--- src/pdsg_pkg.sv ---
// Shared types, widths, codes and reset values of the shake generator.
package pdsg_pkg;

    // Field widths
    localparam int ACTION_W   = 2;
    localparam int DUR_W      = 15;
    localparam int AMP_W      = 13;
    localparam int STEP_W     = 16;
    localparam int TIME_W     = 16;
    localparam int OFF_W      = 14;
    localparam int SINE_W     = 16;
    localparam int MAG_W      = 15;
    localparam int CFG_IDX_W  = 3;
    localparam int CFG_DATA_W = 16;

    // Sine full scale and the divide datapath widths
    localparam int SINE_FULL  = 32767;
    localparam int SCALE_W    = AMP_W + DUR_W;
    localparam int NUM_W      = SCALE_W + MAG_W;
    localparam int DEN_W      = DUR_W + MAG_W;
    localparam int QUO_W      = AMP_W;

    // Configuration reset values
    localparam logic [DUR_W-1:0]  SHAKE_DUR_RST = 15'd5000;
    localparam logic [DUR_W-1:0]  REST_DUR_RST  = 15'd10000;
    localparam logic [AMP_W-1:0]  AMP_V_RST     = 13'd1024;
    localparam logic [AMP_W-1:0]  AMP_H_RST     = 13'd512;
    localparam logic [STEP_W-1:0] STEP_V_RST    = 16'd626;
    localparam logic [STEP_W-1:0] STEP_H_RST    = 16'd469;

    // Item actions; the unused code behaves as stop
    typedef enum logic [ACTION_W-1:0] {
        ACT_TICK  = 2'd0,
        ACT_START = 2'd1,
        ACT_STOP  = 2'd2
    } action_t;

    // Configuration register indexes
    typedef enum logic [CFG_IDX_W-1:0] {
        REG_SHAKE_DUR = 3'd0,
        REG_REST_DUR  = 3'd1,
        REG_AMP_V     = 3'd2,
        REG_AMP_H     = 3'd3,
        REG_STEP_V    = 3'd4,
        REG_STEP_H    = 3'd5
    } reg_index_t;

    // Controller to datapath commands
    typedef struct packed {
        logic accept;     // take the input transaction, update timers
        logic phase_mul;  // sine phase, decay numerator, divisor
        logic scale_mul;  // amplitude times remaining time
        logic div_start;  // full product into the divider
        logic store;      // signed quotient into the axis offset
        logic axis;       // 0 horizontal, 1 vertical
        logic load_out;   // move offsets into the output register
    } dp_cmd_t;

    // Datapath to controller status
    typedef struct packed {
        logic calc;       // this tick computes offsets
        logic div_busy;   // divider still iterating
    } dp_status_t;

endpackage

--- src/pdsg_ctrl.sv ---
// Controller: sequences one transaction through the datapath.
module pdsg_ctrl
    import pdsg_pkg::*;
(
    input  logic       clk,
    input  logic       rst_n,
    input  logic       in_valid,
    output logic       in_ready,
    output logic       out_valid,
    input  logic       out_ready,
    input  dp_status_t status,
    output dp_cmd_t    cmd
);

    typedef enum logic [2:0] {
        S_IDLE,
        S_CHECK,
        S_PHASE,
        S_SCALE,
        S_MUL,
        S_DIV,
        S_STORE,
        S_FINISH
    } state_t;

    state_t state_reg, state_next;
    logic   axis_reg, axis_next;
    logic   out_valid_reg, out_valid_next;
    logic   slot_free;

    // Output register is free when empty or being drained
    assign slot_free = !out_valid_reg || out_ready;

    // Commands decoded from the current state
    always_comb
    begin
        cmd           = '0;
        cmd.axis      = axis_reg;
        cmd.accept    = (state_reg == S_IDLE) && in_valid;
        cmd.phase_mul = (state_reg == S_PHASE);
        cmd.scale_mul = (state_reg == S_SCALE);
        cmd.div_start = (state_reg == S_MUL);
        cmd.store     = (state_reg == S_STORE);
        cmd.load_out  = (state_reg == S_FINISH) && slot_free;
    end

    // Next state
    always_comb
    begin
        state_next = state_reg;
        axis_next  = axis_reg;
        unique case (state_reg)
            S_IDLE:
            begin
                if (in_valid)
                    state_next = S_CHECK;
            end
            S_CHECK:
            begin
                axis_next  = 1'b0;
                state_next = status.calc ? S_PHASE : S_FINISH;
            end
            S_PHASE:  state_next = S_SCALE;
            S_SCALE:  state_next = S_MUL;
            S_MUL:    state_next = S_DIV;
            S_DIV:
            begin
                if (!status.div_busy)
                    state_next = S_STORE;
            end
            S_STORE:
            begin
                if (axis_reg)
                    state_next = S_FINISH;
                else
                begin
                    axis_next  = 1'b1;
                    state_next = S_PHASE;
                end
            end
            S_FINISH:
            begin
                if (slot_free)
                    state_next = S_IDLE;
            end
        endcase
    end

    // Hold the result until taken, load a new one when finished
    always_comb
    begin
        if (cmd.load_out)
            out_valid_next = 1'b1;
        else if (out_ready)
            out_valid_next = 1'b0;
        else
            out_valid_next = out_valid_reg;
    end

    always_ff @(posedge clk or negedge rst_n)
    begin
        if (!rst_n)
        begin
            state_reg     <= S_IDLE;
            axis_reg      <= 1'b0;
            out_valid_reg <= 1'b0;
        end
        else
        begin
            state_reg     <= state_next;
            axis_reg      <= axis_next;
            out_valid_reg <= out_valid_next;
        end
    end

    assign in_ready  = (state_reg == S_IDLE);
    assign out_valid = out_valid_reg;

    a_div_launch: assert property (@(posedge clk) disable iff (!rst_n)
        cmd.div_start |=> status.div_busy)
        else $error("divider did not start");

endmodule

--- config.mk ---
export PLATFORM = sky130hd
export DESIGN_NAME = pdsg_ctrl
export DESIGN_NICKNAME = d
export VERILOG_FILES = /design/src/pdsg_pkg.sv /design/src/pdsg_ctrl.sv
export SDC_FILE = /design/constraint.sdc
export NUM_CORES = 1
export LEC_CHECK = 0
export BUFFER_PORTS_ARGS = -buffer_cell sky130_fd_sc_hd__buf_4
export CAP_MARGIN = 40
export CORE_AREA = 2 2 39 41
export DETAILED_ROUTE_END_ITERATION = 6
export DIE_AREA = 0 0 41 43
export HOLD_SLACK_MARGIN = 0.02
export SYNTH_ARGS = -nofsm -noshare
export SYNTH_HDL_FRONTEND = slang
export SYNTH_SLANG_ARGS = --single-unit
--- constraint.sdc ---
create_clock -name clk -period 1.6 [get_ports clk]
set_input_delay 0.16 -clock clk [delete_from_list [all_inputs] [get_ports clk]]
set_output_delay 0.16 -clock clk [all_outputs]
set_load 0.02 [all_outputs]
==> results by group <==
Clock tree
  • Skew-Pair Late Insertion Delay: 230 ps
  • TritonCTS Buffers: 3
  • Maximum clock insertion buffer count: 2
  • Clock sink count: 5
  • Clock Tree Root: clkbuf_4
  • CTS tree: built
  • Htree depth: 1
  • CTS clk-pin slew, worst paths: 40 ps

Critical path
  • Crit path max fanout: 4
  • Reg2reg start: state_reg[0]$_DFFE_PN0P_
  • Worst Setup Start Kind: flip-flop
  • Crit path kind: flip-flop to flip-flop
  • Data required, critical path: 1710 ps
  • Critical Path Source: state_reg[0]$_DFFE_PN0P_
  • Endpoint type of the worst setup path: flip-flop
  • Crit path DAT: 1660 ps
  • Worst R2R Setup Slack: 50 ps

Final layout
  • Fin cells: 83
  • Area of the multi-input gates: 260 um2
  • Layout cells sized above 1: 49.3%
  • Most common cell after layout, fill and taps aside: buf_4
  • Number of diodes: 0
  • Storage cell area: 125 um2
  • Max reg flops: 3
  • Layout Nets: 78
  • Fillers: 144
  • Most frequent cells in the layout: buf_4, dfrtp_1, nor2b_1, nand2_1, clkbuf_4
  • Area growth from synthesis to layout: 59.8%

STA
  • Max Fclk: 0.647 GHz
  • Setup-failing EPs final: 0
  • Setup_tns: 0 ps
  • Post-layout min period: 1550 ps
  • RSZ-0062 raised after global routing: true
  • Final Skew: 0.947 ps
  • Final hold vios: 0
  • Max Slew Vio Count: 0
  • Fin crit share: 96.6%
  • Slew HR: 81.7%
  • Slew at the pin closest to its max-slew limit: 275 ps

Flow run
  • Max Cap Viol: 0

Yosys
  • Syn_nets: 55
  • Unique masters post-synth: 19
  • Top post-synthesis cells by area: dfrtp_1, ha_1, nor2b_1, buf_4, mux2_1
  • Sequential fraction of the synthesis area: 32.2%
  • Synth Register Bits: 5
  • Post-synth top area cell: dfrtp_1
  • Mapped Area: 389 um2
  • Avg Inst Size Synth: 8.65 um2
  • Post-Syn Instances: 45
  • Share of the synthesized area in the top cell type: 32.2%
  • Synth Warn #: 0

Status
  • Status: complete, no violations

Floorplanning
  • Core box area: 1380 um2
  • Die Y-Extent: 43 um
  • Die area: 1760 um2
  • Die Span X: 41 um
  • # rows: 14
  • Initial Util: 28.1%
  • Number of top-level pins: 15

Global routing
  • Vias in the first global route: 335
  • Largest net degree at the start of global routing: 10
  • GR Util All Layers: 11.2%
  • GRT overflow: 0
  • Initial antenna violation count: 0
  • Global-route wire length before repair: 1370 um

Drt
  • Post-detailed-route count of antenna-violating nets: 0
  • DR vias: 373
  • DRT Wirelength: 826 um
  • Drt wl/cell: 9.95 um
  • Pre-Repair DR Iteration Count: 4
  • DRC: 0
  • Drt initial violations: 6
  • Vias/cell: 4.49

Power and ir drop
  • Pwr Total: 1.31 mW
  • Power per cell area: 2110 nW/um2
  • Leakage: 0.305 nW
  • Max VDD drop: 0.000770 V

Placement
  • # port buffers: 14
  • Placed Cells: 75
  • Routability congestion estimate: 0.698

Worst hold path
  • Hold path startpoint: out_ready
  • Worst Hold Class: input port to flip-flop
[kinds of logic after synthesis]
group | share of synthesized area (%)
and+or+nand+nor | 25.1
adders and majority gates | 12.9
muxes | 5.79
buffers and inverters | 10.9
AOI/OAI and AO/OA | 13.2
DFF | 32.2
[final timing paths]
check / end / cells after the start
max in group asynchronous: state_reg[1]$_DFFE_PN0P_ / 2
worst max register to register: state_reg[0]$_DFFE_PN0P_ / 5
worst max-delay path: state_reg[0]$_DFFE_PN0P_ / 5
min in group asynchronous: out_valid$_DFFE_PN0P_ / 2
worst min register to register: axis_reg$_DFFE_PN0P_ / 2
worst min-delay path: out_valid$_DFFE_PN0P_ / 3
[layout make-up]
cell class | count | area share, %
clock buffers | 4 | 4.23
inverters | 4 | 2.41
multi-input cells | 32 | 41.9
flip-flops and latches | 5 | 20.1
well taps | 16 | 3.22
repair buffers | 22 | 28.2
[metal layers]
| metal | vias to the layer above | track usage, % | part of all wire [%] |
|---|---|---|---|
| li1 | 195 | - | - |
| met1 | 169 | 13.2 | 43 |
| met2 | 9 | 17.5 | 53 |
| met3 | 0 | 1.57 | 4.2 |
| met4 | 0 | 8.00 | 0 |
| met5 | - | 0 | 0 |
[worst max-delay path: stages (launching register included)]
cell and delay, ps:
dfrtp_1 410, ha_2 220, and3_1 170, a31oi_2 190
o31ai_2 110, mux2_1 320
[through the flow]
stage | instance area, um2 | util (%) | setup slack [ps] | hold WS [ps]
after floorplan | 389 | - | 106 | -136
after global placement | 517 | 37.3 | -17.4 | -38.5
after detailed placement | 517 | 37.3 | -35.9 | -38.1
after CTS | 588 | 42.5 | 2.23 | 235
after global routing | 622 | 44.9 | -31.8 | 261
final | 622 | 44.9 | 53.7 | 241
[what timing repair did]
action	CTS	global route
pin swaps	2	0
endpoints found under the hold margin	5	0
endpoints found under the setup margin	3	5
setup buffers	2	1
resized for setup	6	7
hold buffers	1	0
[synth_stat cells (all sizes together)]
cell type / count
a31oi: 2
and2: 3
and3: 2
buf: 4
dfrtp: 5
ha: 4
inv: 4
mux2: 2
nand2: 3
nand2b: 1
nor2: 2
nor2b: 4
nor3: 2
o21ai: 2
o22a: 1
o22ai: 2
o31ai: 1
or3: 1
[power breakdown]
part | leakage, nW | internal [mW] | switching, mW
combinational | 0.231 | 0.464 | 0.445
clock | 0.0150 | 0.0939 | 0.0453
sequential | 0.0589 | 0.195 | 0.0685
total | 0.305 | 0.752 | 0.559
No activity file was read; power rests on OpenSTA's default activity.
